--- src/rtl/nrc_pkg.sv ---
// Shared types and constants for the node range compressor.
package nrc_pkg;

  localparam int unsigned NodeWidthDefault = 16;
  localparam int unsigned PortNodeWidth    = 16;
  localparam int unsigned QueueDepth       = 2;

  typedef enum logic [1:0] {
    ENTRY_NUMBER = 2'd0,
    ENTRY_EMPTY  = 2'd1,
    ENTRY_ZERO   = 2'd2
  } entry_kind_e;

  typedef enum logic [1:0] {
    CLS_NUMBER = 2'd0,
    CLS_EMPTY  = 2'd1,
    CLS_ZERO   = 2'd2
  } item_class_e;

  typedef enum logic [1:0] {
    PIECE_SINGLE = 2'd0,
    PIECE_RANGE  = 2'd1,
    PIECE_EMPTY  = 2'd2,
    PIECE_ZERO   = 2'd3
  } piece_kind_e;

  typedef enum logic [1:0] {
    DIR_NONE = 2'd0,
    DIR_UP   = 2'd1,
    DIR_DOWN = 2'd2
  } run_dir_e;

  typedef struct packed {
    item_class_e cls;
    logic        last;
  } item_ctrl_t;

  localparam int unsigned ItemCtrlWidth = $bits(item_ctrl_t);

endpackage

--- src/rtl/nrc_front.sv ---
// Front end: input handshake and classification of each entry.
module nrc_front #(
  parameter int unsigned NODE_WIDTH = nrc_pkg::NodeWidthDefault
) (
  input  logic                                  in_valid_i,
  output logic                                  in_ready_o,
  input  logic [nrc_pkg::PortNodeWidth-1:0]     node_number_i,
  input  logic [1:0]                            entry_kind_i,
  input  logic                                  end_of_list_i,
  input  logic                                  queue_full_i,
  output logic                                  push_o,
  output logic [NODE_WIDTH-1:0]                 node_o,
  output nrc_pkg::item_ctrl_t                   ctrl_o
);

  logic [NODE_WIDTH-1:0] node;

  if (NODE_WIDTH <= nrc_pkg::PortNodeWidth) begin : g_node_trunc
    assign node = node_number_i[NODE_WIDTH-1:0];
  end else begin : g_node_ext
    assign node = {{(NODE_WIDTH - nrc_pkg::PortNodeWidth){1'b0}}, node_number_i};
  end

  assign in_ready_o = !queue_full_i;
  assign push_o     = in_valid_i && !queue_full_i;
  assign node_o     = node;

  always_comb begin
    ctrl_o.last = end_of_list_i;
    unique case (nrc_pkg::entry_kind_e'(entry_kind_i))
      nrc_pkg::ENTRY_NUMBER: begin
        ctrl_o.cls = (node == '0) ? nrc_pkg::CLS_ZERO : nrc_pkg::CLS_NUMBER;
      end
      nrc_pkg::ENTRY_ZERO:  ctrl_o.cls = nrc_pkg::CLS_ZERO;
      nrc_pkg::ENTRY_EMPTY: ctrl_o.cls = nrc_pkg::CLS_EMPTY;
      default:              ctrl_o.cls = nrc_pkg::CLS_EMPTY;
    endcase
  end

endmodule

--- src/rtl/nrc_queue.sv ---
// Two-entry queue between the front end and the run engine.
module nrc_queue #(
  parameter int unsigned WIDTH = 8
) (
  input  logic             clk_i,
  input  logic             rst_ni,
  input  logic             push_i,
  input  logic [WIDTH-1:0] data_i,
  output logic             full_o,
  input  logic             pop_i,
  output logic             valid_o,
  output logic [WIDTH-1:0] data_o
);

  localparam int unsigned Depth = nrc_pkg::QueueDepth;
  localparam int unsigned PtrW  = $clog2(Depth);
  localparam int unsigned CntW  = $clog2(Depth + 1);

  logic [WIDTH-1:0] mem_q [Depth];
  logic [PtrW-1:0]  wr_ptr_q, wr_ptr_d;
  logic [PtrW-1:0]  rd_ptr_q, rd_ptr_d;
  logic [CntW-1:0]  count_q, count_d;
  logic             do_pop;

  assign full_o  = (count_q == CntW'(Depth));
  assign valid_o = (count_q != '0);
  assign data_o  = mem_q[rd_ptr_q];
  assign do_pop  = pop_i && valid_o;

  always_comb begin
    wr_ptr_d = wr_ptr_q;
    rd_ptr_d = rd_ptr_q;
    count_d  = count_q;
    if (push_i) begin
      wr_ptr_d = (wr_ptr_q == PtrW'(Depth - 1)) ? '0 : wr_ptr_q + PtrW'(1);
    end
    if (do_pop) begin
      rd_ptr_d = (rd_ptr_q == PtrW'(Depth - 1)) ? '0 : rd_ptr_q + PtrW'(1);
    end
    if (push_i && !do_pop) begin
      count_d = count_q + CntW'(1);
    end else if (!push_i && do_pop) begin
      count_d = count_q - CntW'(1);
    end
  end

  always_ff @(posedge clk_i or negedge rst_ni) begin
    if (!rst_ni) begin
      wr_ptr_q <= '0;
      rd_ptr_q <= '0;
      count_q  <= '0;
    end else begin
      wr_ptr_q <= wr_ptr_d;
      rd_ptr_q <= rd_ptr_d;
      count_q  <= count_d;
    end
  end

  always_ff @(posedge clk_i) begin
    if (push_i) begin
      mem_q[wr_ptr_q] <= data_i;
    end
  end

endmodule

--- src/rtl/nrc_back.sv ---
// Run engine: tracks the open run and issues pieces through an output register.
module nrc_back #(
  parameter int unsigned NODE_WIDTH = nrc_pkg::NodeWidthDefault
) (
  input  logic                  clk_i,
  input  logic                  rst_ni,
  input  logic                  head_valid_i,
  input  nrc_pkg::item_ctrl_t   head_ctrl_i,
  input  logic [NODE_WIDTH-1:0] head_node_i,
  output logic                  pop_o,
  output logic                  out_valid_o,
  input  logic                  out_ready_i,
  output logic [1:0]            piece_kind_o,
  output logic [NODE_WIDTH-1:0] range_first_o,
  output logic [NODE_WIDTH-1:0] range_final_o,
  output logic                  list_done_o
);

  logic                  run_open_q, run_open_d;
  logic [NODE_WIDTH-1:0] run_start_q, run_start_d;
  logic [NODE_WIDTH-1:0] run_latest_q, run_latest_d;
  nrc_pkg::run_dir_e     run_dir_q, run_dir_d;
  logic                  phase_q, phase_d;

  logic                  out_valid_q, out_valid_d;
  nrc_pkg::piece_kind_e  out_kind_q;
  logic [NODE_WIDTH-1:0] out_first_q, out_final_q;
  logic                  out_done_q;

  logic [NODE_WIDTH:0]   latest_up;
  logic                  is_up, is_down, cont;

  logic                  pre_valid, post_valid;
  nrc_pkg::piece_kind_e  pre_kind, post_kind;
  logic [NODE_WIDTH-1:0] pre_first, pre_final, post_first, post_final;

  logic                  out_free, load, advance, emit_pre;

  // one bit wider than the node, so the top value never steps up
  assign latest_up = {1'b0, run_latest_q} + {{NODE_WIDTH{1'b0}}, 1'b1};
  assign is_up     = ({1'b0, head_node_i} == latest_up);
  assign is_down   = (run_latest_q != '0) && (head_node_i == run_latest_q - NODE_WIDTH'(1));
  assign cont      = (run_dir_q == nrc_pkg::DIR_UP) ? is_up : is_down;

  always_comb begin
    run_open_d   = run_open_q;
    run_start_d  = run_start_q;
    run_latest_d = run_latest_q;
    run_dir_d    = run_dir_q;
    pre_valid    = 1'b0;
    pre_kind     = nrc_pkg::PIECE_SINGLE;
    pre_first    = run_start_q;
    pre_final    = run_start_q;
    post_valid   = 1'b0;
    post_kind    = nrc_pkg::PIECE_SINGLE;
    post_first   = '0;
    post_final   = '0;
    unique case (head_ctrl_i.cls)
      nrc_pkg::CLS_NUMBER: begin
        if (!run_open_q) begin
          run_open_d   = 1'b1;
          run_start_d  = head_node_i;
          run_latest_d = head_node_i;
          run_dir_d    = nrc_pkg::DIR_NONE;
        end else begin
          run_latest_d = head_node_i;
          unique case (run_dir_q)
            nrc_pkg::DIR_NONE: begin
              priority if (is_up) begin
                run_dir_d = nrc_pkg::DIR_UP;
              end else if (is_down) begin
                run_dir_d = nrc_pkg::DIR_DOWN;
              end else begin
                pre_valid   = 1'b1;
                run_start_d = head_node_i;
              end
            end
            nrc_pkg::DIR_UP, nrc_pkg::DIR_DOWN: begin
              if (!cont) begin
                pre_valid   = 1'b1;
                pre_kind    = nrc_pkg::PIECE_RANGE;
                pre_final   = run_latest_q;
                run_start_d = head_node_i;
                run_dir_d   = nrc_pkg::DIR_NONE;
              end
            end
            default: ;
          endcase
        end
        if (head_ctrl_i.last) begin
          post_valid   = 1'b1;
          post_kind    = (run_dir_d == nrc_pkg::DIR_NONE) ? nrc_pkg::PIECE_SINGLE
                                                          : nrc_pkg::PIECE_RANGE;
          post_first   = run_start_d;
          post_final   = run_latest_d;
          run_open_d   = 1'b0;
          run_start_d  = '0;
          run_latest_d = '0;
          run_dir_d    = nrc_pkg::DIR_NONE;
        end
      end
      nrc_pkg::CLS_EMPTY, nrc_pkg::CLS_ZERO: begin
        pre_valid    = run_open_q;
        pre_kind     = (run_dir_q == nrc_pkg::DIR_NONE) ? nrc_pkg::PIECE_SINGLE
                                                        : nrc_pkg::PIECE_RANGE;
        pre_final    = run_latest_q;
        post_valid   = 1'b1;
        post_kind    = (head_ctrl_i.cls == nrc_pkg::CLS_ZERO) ? nrc_pkg::PIECE_ZERO
                                                              : nrc_pkg::PIECE_EMPTY;
        run_open_d   = 1'b0;
        run_start_d  = '0;
        run_latest_d = '0;
        run_dir_d    = nrc_pkg::DIR_NONE;
      end
      default: ;
    endcase
  end

  // an entry with two pieces takes two output slots; state moves on the second
  assign out_free = !out_valid_q || out_ready_i;
  assign emit_pre = pre_valid && !phase_q;

  always_comb begin
    load    = 1'b0;
    advance = 1'b0;
    phase_d = phase_q;
    if (head_valid_i) begin
      if (!pre_valid && !post_valid) begin
        advance = 1'b1;
      end else if (out_free) begin
        load = 1'b1;
        if (pre_valid && post_valid && !phase_q) begin
          phase_d = 1'b1;
        end else begin
          advance = 1'b1;
          phase_d = 1'b0;
        end
      end
    end
  end

  assign pop_o = advance;

  always_comb begin
    out_valid_d = out_valid_q;
    if (load) begin
      out_valid_d = 1'b1;
    end else if (out_ready_i) begin
      out_valid_d = 1'b0;
    end
  end

  always_ff @(posedge clk_i or negedge rst_ni) begin
    if (!rst_ni) begin
      run_open_q   <= 1'b0;
      run_start_q  <= '0;
      run_latest_q <= '0;
      run_dir_q    <= nrc_pkg::DIR_NONE;
      phase_q      <= 1'b0;
      out_valid_q  <= 1'b0;
    end else begin
      phase_q     <= phase_d;
      out_valid_q <= out_valid_d;
      if (advance) begin
        run_open_q   <= run_open_d;
        run_start_q  <= run_start_d;
        run_latest_q <= run_latest_d;
        run_dir_q    <= run_dir_d;
      end
    end
  end

  always_ff @(posedge clk_i) begin
    if (load) begin
      out_kind_q  <= emit_pre ? pre_kind : post_kind;
      out_first_q <= emit_pre ? pre_first : post_first;
      out_final_q <= emit_pre ? pre_final : post_final;
      out_done_q  <= !emit_pre && head_ctrl_i.last;
    end
  end

  assign out_valid_o   = out_valid_q;
  assign piece_kind_o  = out_kind_q;
  assign range_first_o = out_first_q;
  assign range_final_o = out_final_q;
  assign list_done_o   = out_done_q;

endmodule

--- src/rtl/node_range_compressor.sv ---
// Node range compressor top level: front end, queue and run engine.
//
// Input channel (in_valid_i/in_ready_o) carries one list entry per transaction:
// a node number, an entry kind and an end-of-list flag. Output channel
// (out_valid_o/out_ready_i) carries one piece per transaction: a single node,
// a first-final range, or an empty/zero marker, with list_done_o on the last
// piece that an end-of-list entry produces.
// An accepted entry is written into the queue; the piece it completes is then
// loaded into the output register. Throughput: one entry per cycle while each
// entry yields at most one piece and the receiver takes pieces; an entry that
// yields two pieces (a separator after an open run or a run break on the final
// entry) holds the run engine; the output register issues one piece per cycle.
// A two-entry queue sits between the front end and the run engine, so entries
// keep being accepted while a piece waits in the output register. When the
// receiver stalls, the output holds and the queue fills; in_ready_o drops once
// both queue entries are in use.
// Reset clears the open run, the queue and the output valid flag.
module node_range_compressor #(
  parameter int unsigned NODE_WIDTH = nrc_pkg::NodeWidthDefault
) (
  input  logic                              clk_i,
  input  logic                              rst_ni,
  input  logic                              in_valid_i,
  output logic                              in_ready_o,
  input  logic [nrc_pkg::PortNodeWidth-1:0] node_number_i,
  input  logic [1:0]                        entry_kind_i,
  input  logic                              end_of_list_i,
  output logic                              out_valid_o,
  input  logic                              out_ready_i,
  output logic [1:0]                        piece_kind_o,
  output logic [nrc_pkg::PortNodeWidth-1:0] range_first_o,
  output logic [nrc_pkg::PortNodeWidth-1:0] range_final_o,
  output logic                              list_done_o
);

  localparam int unsigned EntryWidth = nrc_pkg::ItemCtrlWidth + NODE_WIDTH;

  logic                  queue_full, push, head_valid, pop;
  logic [NODE_WIDTH-1:0] front_node, head_node;
  nrc_pkg::item_ctrl_t   front_ctrl, head_ctrl;
  logic [EntryWidth-1:0] queue_in, queue_out;
  logic [NODE_WIDTH-1:0] first_int, final_int;

  nrc_front #(
    .NODE_WIDTH(NODE_WIDTH)
  ) u_front (
    .in_valid_i   (in_valid_i),
    .in_ready_o   (in_ready_o),
    .node_number_i(node_number_i),
    .entry_kind_i (entry_kind_i),
    .end_of_list_i(end_of_list_i),
    .queue_full_i (queue_full),
    .push_o       (push),
    .node_o       (front_node),
    .ctrl_o       (front_ctrl)
  );

  assign queue_in = {front_ctrl, front_node};

  nrc_queue #(
    .WIDTH(EntryWidth)
  ) u_queue (
    .clk_i  (clk_i),
    .rst_ni (rst_ni),
    .push_i (push),
    .data_i (queue_in),
    .full_o (queue_full),
    .pop_i  (pop),
    .valid_o(head_valid),
    .data_o (queue_out)
  );

  assign head_ctrl = nrc_pkg::item_ctrl_t'(queue_out[EntryWidth-1:NODE_WIDTH]);
  assign head_node = queue_out[NODE_WIDTH-1:0];

  nrc_back #(
    .NODE_WIDTH(NODE_WIDTH)
  ) u_back (
    .clk_i        (clk_i),
    .rst_ni       (rst_ni),
    .head_valid_i (head_valid),
    .head_ctrl_i  (head_ctrl),
    .head_node_i  (head_node),
    .pop_o        (pop),
    .out_valid_o  (out_valid_o),
    .out_ready_i  (out_ready_i),
    .piece_kind_o (piece_kind_o),
    .range_first_o(first_int),
    .range_final_o(final_int),
    .list_done_o  (list_done_o)
  );

  if (NODE_WIDTH >= nrc_pkg::PortNodeWidth) begin : g_out_trunc
    assign range_first_o = first_int[nrc_pkg::PortNodeWidth-1:0];
    assign range_final_o = final_int[nrc_pkg::PortNodeWidth-1:0];
  end else begin : g_out_ext
    assign range_first_o = {{(nrc_pkg::PortNodeWidth - NODE_WIDTH){1'b0}}, first_int};
    assign range_final_o = {{(nrc_pkg::PortNodeWidth - NODE_WIDTH){1'b0}}, final_int};
  end

endmodule

--- config.mk ---
export PLATFORM = sky130hd
export DESIGN_NAME = node_range_compressor
export DESIGN_NICKNAME = d
export VERILOG_FILES = /design/src/rtl/nrc_pkg.sv /design/src/rtl/nrc_front.sv /design/src/rtl/nrc_queue.sv /design/src/rtl/nrc_back.sv /design/src/rtl/node_range_compressor.sv
export SDC_FILE = /design/constraint.sdc
export NUM_CORES = 1
export LEC_CHECK = 0
export BUFFER_PORTS_ARGS = -buffer_cell sky130_fd_sc_hd__buf_2
export CELL_PAD_IN_SITES_DETAIL_PLACEMENT = 2
export CELL_PAD_IN_SITES_GLOBAL_PLACEMENT = 2
export CORE_ASPECT_RATIO = 1.5
export CORE_MARGIN = 2
export CORE_UTILIZATION = 43
export CTS_CLUSTER_SIZE = 10
export DETAILED_ROUTE_END_ITERATION = 16
export GPL_TIMING_DRIVEN = 0
export HOLD_SLACK_MARGIN = 0.08
export PLACE_DENSITY_LB_ADDON = 0.1
export RECOVER_POWER = 100
export SETUP_SLACK_MARGIN = 0.2
export SLEW_MARGIN = 15
export SYNTH_ARGS = -nofsm -noshare
export SYNTH_HDL_FRONTEND = slang
export SYNTH_SLANG_ARGS = --single-unit
--- constraint.sdc ---
create_clock -name clk_i -period 12.8 [get_ports clk_i]
set_input_delay 1.28 -clock clk_i [delete_from_list [all_inputs] [get_ports clk_i]]
set_output_delay 1.28 -clock clk_i [all_outputs]
set_load 0.01 [all_outputs]
Word-level counts from Yosys, hierarchy flattened
Memories as Yosys holds them, arrays and structs flattened. Index checks and enable logic that the tools add are counted.

Register bits: 76. Bits in writable memories: 38. Input bits: 23. Output and inout port bits: 37. Logic and storage cells: 128. Memories kept: 1.

Memories: u_queue.mem_q (depth 2, bits a word 19, read ports 1, clocked after memory_dff 0, wr ports 1, line nrc_queue.sv:19) `logic [WIDTH-1:0] mem_q [Depth];`.

Add/subtract/negate cells: 6. Eq/ne operators: 8. Multiplexer cells: 66. Bitwise logic cells: 1. Reductions and logical operators: 33.

Operators by type and width (count): 16-bit 2-to-1 mux (15); 16-bit case mux with 2 select lines (4); 2-bit 2-to-1 mux (13); 1-bit 2-to-1 mux (25); 2-bit case mux with 2 select lines (5); 16-bit by 1-bit adder with 17-bit output (second input constant) (1); 16-bit by 17-bit == test with 1-bit output (1); 16-bit == test (1); 16-bit zero test (1); 16-bit nonzero test (1); 16-bit by 1-bit subtractor with 16-bit output (second input constant) (1); 1-bit logical AND (10); 2-bit == test (second input constant) (4); 1-bit zero test (8); 2-bit zero test (4); 1-bit case mux with 2 select lines (4); 2-bit nonzero test (4); 2-bit by 1-bit == test with 1-bit output (second input constant) (2); 2-bit OR reduction (2); 3-bit AND reduction (1); 1-bit adder (second input constant) (2); 2-bit by 1-bit adder with 2-bit output (second input constant) (1); 2-bit AND reduction (1); 2-bit by 1-bit subtractor with 2-bit output (second input constant) (1); other kinds (2) (2).

Logic depth before layout (Yosys ltp)
Gate-level depths: netlist of run 1.

Depth after elaboration: 18. Depth in mapped cells: 17. Gate-level depth less buffers: 15.

By module
From an unflattened synthesis of run 1, not the netlist that was laid out.

Cells, all modules: 588. Area, all modules: 6598.8 um^2.

Modules (own cells, without submodules): nrc_back (times used 1, cells each 487, area an instance 4828.4 um^2, seq. area each 1976.9 um^2); nrc_queue (times used 1, cells each 75, area an instance 1579.0 um^2, seq. area each 1241.2 um^2); nrc_front (times used 1, cells each 26, area an instance 191.4 um^2, seq. area each 0.0 um^2).

Least setup slack after synthesis of run 1
No wires, ideal clock.

Kind: reg2reg. Start: register u_back.run_latest_q[1]. End: register u_back.out_done_q (netlist: u_back.list_done_o) (enable). Setup time: 427 ps. Arrival time: 4039 ps. Data required time: 12373 ps. Slack: 8334 ps. Cell stages (with the launch flop): 10. Buffers on the path: 0. Clock period less this slack: 4466 ps. Path through: dfrtp_1 > or4_4 > or4_4 > a41oi_1 > a211oi_2 > a21boi_1 > nor2_1 > a21o_1 > o21a_1 > nor2_1.

Cells in the longest elaborated chain, start to end: 12. Elaborated cells on any way between the ends: 17. Classes of those cells: add/sub (2); eq/ne (2); mux (9); reduce/logical (4).

Ends and longest elaborated chain: from (decl) (line nrc_back.sv:21) `logic [NODE_WIDTH-1:0] run_latest_q, run_latest_d;`; from (signal assigned) (line nrc_back.sv:167) `run_latest_q <= run_latest_d;`; 16-bit by 1-bit subtractor with 16-bit output (line nrc_back.sv:42) `assign is_down = (run_latest_q != '0) && (head_node_i == run_latest_q - NODE_WIDTH'(1));`; 16-bit == test (line nrc_back.sv:42); 1-bit logical AND (line nrc_back.sv:42); 1-bit 2-to-1 mux (on tied branches) (line nrc_back.sv:43, nrc_back.sv:71); 1-bit 2-to-1 mux (on tied branches) (line nrc_back.sv:79, nrc_back.sv:69); 1-bit case mux with 2 select lines (*) (line nrc_back.sv:67) `unique case (run_dir_q)`; 1-bit 2-to-1 mux (*) (line nrc_back.sv:60) `if (!run_open_q) begin`; 1-bit case mux with 2 select lines (*) (line nrc_back.sv:58) `unique case (head_ctrl_i.cls)`; 1-bit zero test (*) (line nrc_back.sv:128) `if (!pre_valid && !post_valid) begin`; 1-bit logical AND (*) (line nrc_back.sv:128); 1-bit 2-to-1 mux (*) (line nrc_back.sv:128); 1-bit 2-to-1 mux (*) (line nrc_back.sv:127) `if (head_valid_i) begin`; via u_back.load (line nrc_back.sv:37) `logic out_free, load, advance, emit_pre;`; to (signal assigned) (line nrc_back.sv:178) `out_done_q <= !emit_pre && head_ctrl_i.last;`; to (decl) (line nrc_back.sv:28) `logic out_done_q;`.

The timed path passes the listed nets; every way through them passes the cells marked *. A chain may end at the register's enable or synchronous reset.

Worst setup path after layout of run 1
Start: register u_queue.rd_ptr_q. End: register u_back.out_final_q[13] (netlist: u_back.range_final_o[13]) (enable).

Cells in the longest elaborated chain, start to end: 12. Elaborated cells on any way between the ends: 22. Classes of those cells: eq/ne (4); mux (11); reduce/logical (6); memory (1).

Ends and longest elaborated chain: from (decl) (line nrc_queue.sv:21) `logic [PtrW-1:0] rd_ptr_q, rd_ptr_d;`; from (signal assigned) (line nrc_queue.sv:54) `rd_ptr_q <= rd_ptr_d;`; memory 2 x 19 bit (*); 16-bit == test (line nrc_back.sv:42); 1-bit logical AND (line nrc_back.sv:42); 1-bit 2-to-1 mux (on tied branches) (line nrc_back.sv:43, nrc_back.sv:71); 1-bit 2-to-1 mux (on tied branches) (line nrc_back.sv:79, nrc_back.sv:69); 1-bit case mux with 2 select lines (line nrc_back.sv:67); 1-bit 2-to-1 mux (line nrc_back.sv:60); 1-bit case mux with 2 select lines (line nrc_back.sv:58); 1-bit zero test (line nrc_back.sv:128); 1-bit logical AND (*) (line nrc_back.sv:128); 1-bit 2-to-1 mux (*) (line nrc_back.sv:128); 1-bit 2-to-1 mux (*) (line nrc_back.sv:127); via u_back.load (line nrc_back.sv:37); to (signal assigned) (line nrc_back.sv:177) `out_final_q <= emit_pre ? pre_final : post_final;`; to (decl) (line nrc_back.sv:27) `logic [NODE_WIDTH-1:0] out_first_q, out_final_q;`.

Marked as above.

==> metrics.md, run 1 <==
| Metric | Value |
|---|---|
| Area grow syn2layout | `16.5%` |
| Fill count | `roughly 1,500` |
| Worst Max-Slew Pin Slew | `2.59 ns` |
| Worst r2r src | `u_queue.rd_ptr_q` |
| Crit path kind | `register to register` |
| Initial antenna violation count | `0` |
| Hold path start | `u_queue.wr_ptr_q` |
| Worst setup SP type | `register` |
| #FFs+latches synth | `approximately 110` |
| Post-synth EDFFs | `73` |
| LEAKAGE | `roughly 2.7 nW` |
| Syn avg cell area | `approximately 11 µm²` |
| Reg2Reg Depth | `12` |
| Worst reg2reg path endpoint | `u_back.range_final_o[13]` |
| Final Critical Period | `just over 7 ns` |
| Total grt overflow | `0` |
| Post-synthesis async set-or-reset flop share | `0.360` |
| Layout cells sized above 1 | `0.106` |
| RSZ-0062 raised after global routing | `no` |
| Part of the power in registers | `0.288` |
| Synth Area in Compound Gates | `0.191` |
| Sw Ratio | `0.467` |
| Clock sinks | `around 110` |
| Internal power | `1.21 mW` |
| Diode count | `0` |
| Iter 0 DRT Violations | `~400` |
| HPWL after detailed placement | `about 17 mm` |
| Post-synthesis instance total | `just under 600` |
| CP Capture Type | `register` |
| P per Cell Area | `~310 mW/mm²` |
| Nets | `690` |
| Crit path DAT | `approximately 7 ns` |
| Hold worst-path end | `u_queue.wr_ptr_q` |
| Fmax | `approximately 0.14 GHz` |
| Fin crit share | `0.550` |
| Min-Delay Path Class | `register to register` |
| Post-synth top flop | `edfxtp_1` |
| Failing checks | `max-capacitance violations, max-slew violations` |
| Routed wire length | `approximately 26 mm` |
| Inst Count DP | `836` |
| Detail Route Antenna Nets | `0` |
| Total track usage | `0.340` |
| Post-DR vias/cell | `around 6.5` |
| Effective utilization at floorplan | `0.439` |
| Die X | `between 100 and 150 µm` |
| Clock power frac | `0.221` |
| Status | `complete, but fails checks` |
| Worst Clk Skew | `approximately 0.018 ns` |
| DRC errors left | `0` |
| Max Cap Viol | `3` |
| Hold_buf cts | `0` |
| Port-buffer cells | `59` |
| Max-slew violation count | `between 70 and 80` |
| Relative slew slack | `-0.730` |
| CTS tree | `done` |
| Mux cell area share after synthesis | `0.0554` |
| Worst R2R Setup Slack | `approximately 5.8 ns` |
| Die H | `between 150 and 200 µm` |
| Core Region | `0.0145 mm²` |
| Largest family of logic cells by synthesized area | `compound AO/OA/AOI/OAI gates` |
| Max IR drop VDD | `roughly 0.00022 V` |
| # IOs | `60` |
| Vias in the first global route | `about 6,200` |
| DR vias | `roughly 5,700` |
| First drt pass iteration count | `5` |
| Fin cells | `approximately 870` |
| Worst endpoint required time | `12.70 ns` |
| Hold-critical path depth | `1` |
| Setup violators final | `0` |
| Simple-gate portion of the synthesized area | `0.145` |
| Clock root cell | `clkbuf_16` |
| Post-CTS Setup Inserts | `0` |
| Synth Cell Area | `0.00637 mm²` |
| Gate power share | `0.490` |
| Xor/xnor cell area share of the yosys netlist | `0.0487` |
| Post-Synth Adder-Cell Area | `0.0157` |
| Die ar. | `0.0158 mm²` |
| Setup TNS | `0 ns` |
| Per-cell routed wire length | `slightly below 30 µm` |
| Resize count post-CTS | `0` |
| Clock Latency Late Sink | `between 0.4 and 0.5 ns` |
| # H-tree levels | `4` |
| Final Hold Fails | `0` |
| Clock buffer depth | `2` |
| First-pass GRT wire length | `between 30 and 40 mm` |
| Yosys warnings | `0` |
| Post-synth cell types | `74` |
| TritonCTS Buffers | `17` |
| Routability-driven placement congestion ratio | `about 0.87` |
| Clock transition at the registers of the reported paths | `~0.060 ns` |
| Largest net degree at the start of global routing | `42` |
| P_sw | `1.06 mW` |
| Seq/Total Area, Yosys | `0.505` |
| Mapped Nets | `610` |
| Crit path max fanout | `30` |
| Core Rows | `54` |
==> cell families (layout without fill, tap and decap cells) <==
family,Yosys count,count (layout)
compound gates,157,157
xor+xnor,32,32
fa+ha+maj,8,8
buf+inv,58,151
flops,114,114
mux,26,26
simple gates,184,184
==> worst max-delay path, stage by stage, from the launching register on <==
cell and delay [ns]:
dfrtp_1 0.46, clkbuf_1 0.83, mux2i_1 0.79, xnor2_1 0.33, a2111oi_0 0.51, nand4_1 0.16
a2111oi_0 1.39, a21boi_0 0.42, nor2_1 0.31, a21o_1 0.25, o21a_1 0.19, nor2_1 0.13
clkbuf_1 0.72
==> cells in the mapped netlist (3+ instances only) <==
master	count	area [µm²]
xnor2_2	3	48.8
mux2i_1	11	110
dfrtp_1	41	1030
nand2_1	35	131
nand4_1	10	62.6
buf_2	5	25.0
clkbuf_1	29	109
or3_1	5	31.3
or4_1	3	22.5
a21o_1	4	30.0
buf_1	3	11.3
a21oi_1	27	135
o221ai_1	3	26.3
a221oi_1	13	114
mux2i_2	7	96.3
o21ai_0	14	70.1
inv_1	17	63.8
nor4_1	11	68.8
nand2b_1	6	37.5
o31ai_1	22	165
xor2_1	7	61.3
nor2_1	46	173
nand3_1	11	55.1
a31oi_1	4	25.0
and3_1	6	37.5
nor3_1	37	185
a22o_1	16	140
mux2i_4	5	113
o21ai_1	3	15.0
edfxtp_1	73	2190
ha_1	8	100
o2bb2ai_1	17	149
xnor2_1	21	184
==> power groups by stage <==
stage | registers, mW | logic, mW | clock network (mW)
after global placement | 0.639 | 1.01 | 0
after floorplan | 0.658 | 0.690 | 0
after global routing | 0.668 | 1.19 | 0.516
after detailed placement | 0.647 | 1.09 | 0
after CTS | 0.650 | 1.14 | 0.504
final | 0.657 | 1.12 | 0.504
==> placed cells by master, fill, tap and decap left out, types with 17 or more instances in the layout <==
cell       synthesis  final
dfrtp_1           41     41
nor2_1            46     46
o2bb2ai_1         17     17
edfxtp_1          73     73
nor3_1            37     37
nand2_1           35     36
inv_1             17     17
clkbuf_16          0     17
clkbuf_1          29     91
xnor2_1           21     21
a21oi_1           27     27
o31ai_1           22     22
==> per-stage QoR <==
step,area [µm²],power (mW),setup WS [ns],hold slack [ns],util
floorplan,6370,1.35,8.33,0.461,-
global placement,6910,1.65,7.29,0.482,0.476
detailed placement,6960,1.74,7.95,0.528,0.479
CTS,7570,2.30,7.76,0.546,0.521
global route,7430,2.37,5.21,0.556,0.511
finish,7430,2.28,5.75,0.530,0.511
==> routing by layer <==
metal,wire length (µm),global-route usage,up-vias,share of wire
met4,1530,0.201,0,0.059
met1,9340,0.384,2916,0.36
met3,1200,0.0512,99,0.047
li1,-,-,2394,-
met5,0,0,-,0
met2,13600,0.589,268,0.53
==> sequential cells by signal, indices dropped and copies added, names as in the netlist <==
signal	flops
u_back.range_first_o	16
u_queue.mem_q	38
u_back.run_latest_q	16
u_back.list_done_o	1
u_back.run_open_q	1
u_back.run_dir_q	2
u_back.range_final_o	16
u_back.piece_kind_o	2
u_back.pre_first	16
u_back.out_valid_o	1
u_back.phase_q	1
u_queue.count_q	2
u_queue.rd_ptr_q	1
u_queue.wr_ptr_q	1
==> how the worst max path moves through the flow <==
stage	from	endpoint	slack, ns
after floorplan	u_back.run_latest_q[1]	u_back.list_done_o	8.33
after global placement	u_queue.rd_ptr_q	u_back.range_first_o[5]	7.29
after detailed placement	u_back.run_latest_q[0]	u_back.range_first_o[5]	7.95
after CTS	u_back.run_latest_q[0]	u_back.range_first_o[6]	7.76
after global routing	u_queue.rd_ptr_q	u_back.range_final_o[13]	5.21
final	u_queue.rd_ptr_q	u_back.range_final_o[13]	5.75
==> layout make-up <==
type,instances,area [µm²],area share
inverters,17,63.8,0.00859
plain buffers,41,181,0.0244
flip-flops and latches,114,3220,0.433
repair buffers,61,233,0.0313
well taps,196,245,0.0330
multi-input cells,407,2880,0.387
clock inverters,14,180,0.0243
clock buffers,18,429,0.0578
Note: power is estimated with default switching activity, not from simulation.
==> inputs of run 2 (changes only) <==
--- a/config.mk
+++ b/config.mk
@@ -10,7 +10,7 @@
 export CELL_PAD_IN_SITES_GLOBAL_PLACEMENT = 2
 export CORE_ASPECT_RATIO = 1.5
 export CORE_MARGIN = 2
-export CORE_UTILIZATION = 43
+export CORE_UTILIZATION = 36
 export CTS_CLUSTER_SIZE = 10
 export DETAILED_ROUTE_END_ITERATION = 16
 export GPL_TIMING_DRIVEN = 0
==> constraint.sdc (replaced) <==
create_clock -name clk_i -period 5.65 [get_ports clk_i]
set_input_delay 0.565 -clock clk_i [delete_from_list [all_inputs] [get_ports clk_i]]
set_output_delay 0.565 -clock clk_i [all_outputs]
set_load 0.01 [all_outputs]
==> run 2 against run 1 <==
Compared with the run above:
- the run still ends with max-capacitance violations, max-slew violations left
- power rose by 120%
- clock power rose by 110%
- flip-flop and latch count is the same
- first-iteration DRC count shrank 42%
- register-to-register slack got worse by 5.2 ns
- clock-buffer cell count down 1
- largest cell class unchanged
- highest routed layer is now met5
==> metrics.md, run 2 (synthesis results as in run 1) <==
| Metric | Value |
|---|---|
| Crit path DAT | `5.24 ns (was 6.95 ns)` |
| Sw Ratio | `0.462 (was 0.467)` |
| Most frequent cells in the layout | `clkbuf_1, edfxtp_1, nor2_1 (unchanged)` |
| Core Region | `0.0173 mm² (was 0.0145 mm²)` |
| CTS tree | `done (unchanged)` |
| Worst endpoint required time | `5.80 ns (was 12.70 ns)` |
| Worst Max-Slew Pin Slew | `2.51 ns (was 2.59 ns)` |
| DRC errors left | `0 (unchanged)` |
| Largest net degree at the start of global routing | `42 (unchanged)` |
| Per-cell routed wire length | `25.5 µm (was 29.6 µm)` |
| Worst Clk Skew | `0.00898 ns (was 0.0176 ns)` |
| Reg2Reg Depth | `13 (was 12)` |
| Iter 0 DRT Violations | `232 (was 402)` |
| Detail Route Antenna Nets | `0 (unchanged)` |
| Max IR drop VDD | `0.000306 V (was 0.000217 V)` |
| TritonCTS Buffers | `17 (unchanged)` |
| Diode count | `0 (unchanged)` |
| Most common cell after layout, fill and taps aside | `clkbuf_1 (unchanged)` |
| Initial antenna violation count | `1 (was 0)` |
| HPWL after detailed placement | `16.9 mm (about the same)` |
| Worst reg2reg path endpoint | `u_back.range_first_o[5] (was u_back.range_final_o[13])` |
| Clock transition at the registers of the reported paths | `0.06 ns (about the same)` |
| Routability-driven placement congestion ratio | `0.837 (was 0.865)` |
| WHS | `0.337 ns (was 0.530 ns)` |
| Post-CTS Setup Inserts | `0 (unchanged)` |
| Worst slack, placed | `0.693 ns (was 7.95 ns)` |
| Crit path max fanout | `10 (was 30)` |
| Placed cell area | `0.00698 mm² (was 0.00696 mm²)` |
| Final setup margin | `0.559 ns (was 5.75 ns)` |
| Total track usage | `0.247 (was 0.340)` |
| Fmax | `0.196 GHz (was 0.142 GHz)` |
| Design Area, Final | `0.00743 mm² (unchanged)` |
| Worst r2r src | `u_back.run_latest_q[0] (was u_queue.rd_ptr_q)` |
| LEAKAGE | `2.64 nW (was 2.65 nW)` |
| P per Cell Area | `664 mW/mm² (was 307 mW/mm²)` |
| Final Critical Period | `5.09 ns (was 7.05 ns)` |
| Min-Delay Path Class | `input pin to register (was register to register)` |
| DR vias | `5,272 (was 5,677)` |
| Total grt overflow | `0 (unchanged)` |
| Worst R2R Setup Slack | `0.56 ns (was 5.75 ns)` |
| Gate power share | `0.493 (was 0.490)` |
| Final Util | `0.428 (was 0.511)` |
| RSZ-0062 raised after global routing | `no (unchanged)` |
| First-pass GRT wire length | `35.3 mm (was 39.0 mm)` |
| Resize count post-CTS | `0 (unchanged)` |
| Largest Register | `u_queue.mem_q (unchanged)` |
| Internal power | `2.65 mW (was 1.21 mW)` |
| Clock root cell | `clkbuf_16 (unchanged)` |
| Area grow syn2layout | `16.5% (unchanged)` |
| Routed wire length | `22.6 mm (was 25.7 mm)` |
| Critical path origin | `u_back.run_latest_q[0] (was u_queue.rd_ptr_q)` |
| Die H | `167 µm (was 153 µm)` |
| Post-DR vias/cell | `5.96 (was 6.54)` |
| Hold_buf cts | `0 (unchanged)` |
| Fin cells | `885 (was 868)` |
| Final Hold Fails | `0 (unchanged)` |
| Part of the power in registers | `0.294 (was 0.288)` |
| Critical Path End | `u_back.range_first_o[5] (was u_back.range_final_o[13])` |
| Effective utilization at floorplan | `0.367 (was 0.439)` |
| Nets | `690 (unchanged)` |
| Max reg flops | `38 (unchanged)` |
| Clock Latency Late Sink | `0.42 ns (was 0.44 ns)` |
| Clock power frac | `0.213 (was 0.221)` |
| Status | `complete, but fails checks (unchanged)` |
| Max Cap Viol | `1 (was 3)` |
| Die ar. | `0.0188 mm² (was 0.0158 mm²)` |
| Vias in the first global route | `6,040 (was 6,246)` |
| Clock sinks | `114 (unchanged)` |
| Fin crit share | `0.901 (was 0.550)` |
| Clock buffer depth | `2 (unchanged)` |
| Die X | `113 µm (was 103 µm)` |
| CP Capture Type | `register (unchanged)` |
| Port-buffer cells | `59 (unchanged)` |
| Max-slew violation count | `42 (was 79)` |
| Failing checks | `max-capacitance violations, max-slew violations (unchanged)` |
| # IOs | `60 (unchanged)` |
| # H-tree levels | `4 (unchanged)` |
| P_sw | `2.28 mW (was 1.06 mW)` |
| Relative slew slack | `-0.673 (was -0.730)` |
| Setup violators final | `0 (unchanged)` |
| Worst setup SP type | `register (unchanged)` |
| Inst Count DP | `853 (was 836)` |
| Core Rows | `59 (was 54)` |
| Crit path kind | `register to register (unchanged)` |
| First drt pass iteration count | `6 (was 5)` |
| Layout cells sized above 1 | `0.110 (was 0.106)` |
run 2: cell count changes in the layout (fill, tap and decap cells not counted), sizes merged:
cell,change
buf,+1
inv,+3
clkinv,-1
clkbuf,-2
bufinv,-2
clkinvlp,+1
run 2: area by class of cell:
class / count / area (µm²)
Fill cell: 1873 / 9920
Sequential cell: 114 / 3220
Multi-Input combinational cell: 407 / 2890
Clock buffer: 17 / 425
Tap cell: 213 / 267
Timing Repair Buffer: 61 / 235
Buffer: 41 / 181
Clock inverter: 15 / 149
Inverter: 17 / 63.8
run 2: worst max-delay path, stage by stage, from the launching register on:
cell and delay [ns]:
dfrtp_1 0.50, inv_1 0.15, ha_1 0.21, nor3b_1 0.76
nand2_1 0.13, a2111oi_0 0.50, nand4_1 0.33, a2111oi_4 0.44
a21boi_0 0.24, o21ai_0 0.22, nand2_1 0.27, o21bai_1 0.47
clkbuf_1 0.36, o2bb2ai_1 0.22
run 2: power groups by stage:
stage | registers [mW] | logic (mW) | clock network, mW
2_1_floorplan | 1.49 | 1.56 | 0
3_3_place_gp | 1.44 | 2.37 | 0
3_5_place_dp | 1.45 | 2.50 | 0
4_1_cts | 1.44 | 2.55 | 1.07
5_1_grt | 1.48 | 2.65 | 1.10
6_report | 1.45 | 2.43 | 1.05
run 2: routing by layer:
layer	global-route usage	up-vias	share of wire
li1	-	2398	-
met1	0.276	2710	0.38
met2	0.459	117	0.56
met3	0.0397	45	0.025
met4	0.0986	2	0.031
met5	0	-	0.00058
run 2: worst min-delay path by stage:
stage	startpoint	to	slack, ns	cells past startpoint
after floorplan	rst_ni	u_back.out_valid_o	0.27	0
after global placement	u_queue.wr_ptr_q	u_queue.wr_ptr_q	0.48	1
after detailed placement	u_queue.wr_ptr_q	u_queue.wr_ptr_q	0.52	1
after CTS	end_of_list_i	u_queue.mem_q[1][16]	0.33	1
after global routing	end_of_list_i	u_queue.mem_q[1][16]	0.33	1
final	end_of_list_i	u_queue.mem_q[1][16]	0.34	1
run 2: per-stage QoR:
stage / setup TNS, ns / total power [mW]
final: 0 / 4.93
after global routing: 0 / 5.23
after CTS: 0 / 5.06
after detailed placement: 0 / 3.96
after global placement: -4.72 / 3.81
after floorplan: 0 / 3.05
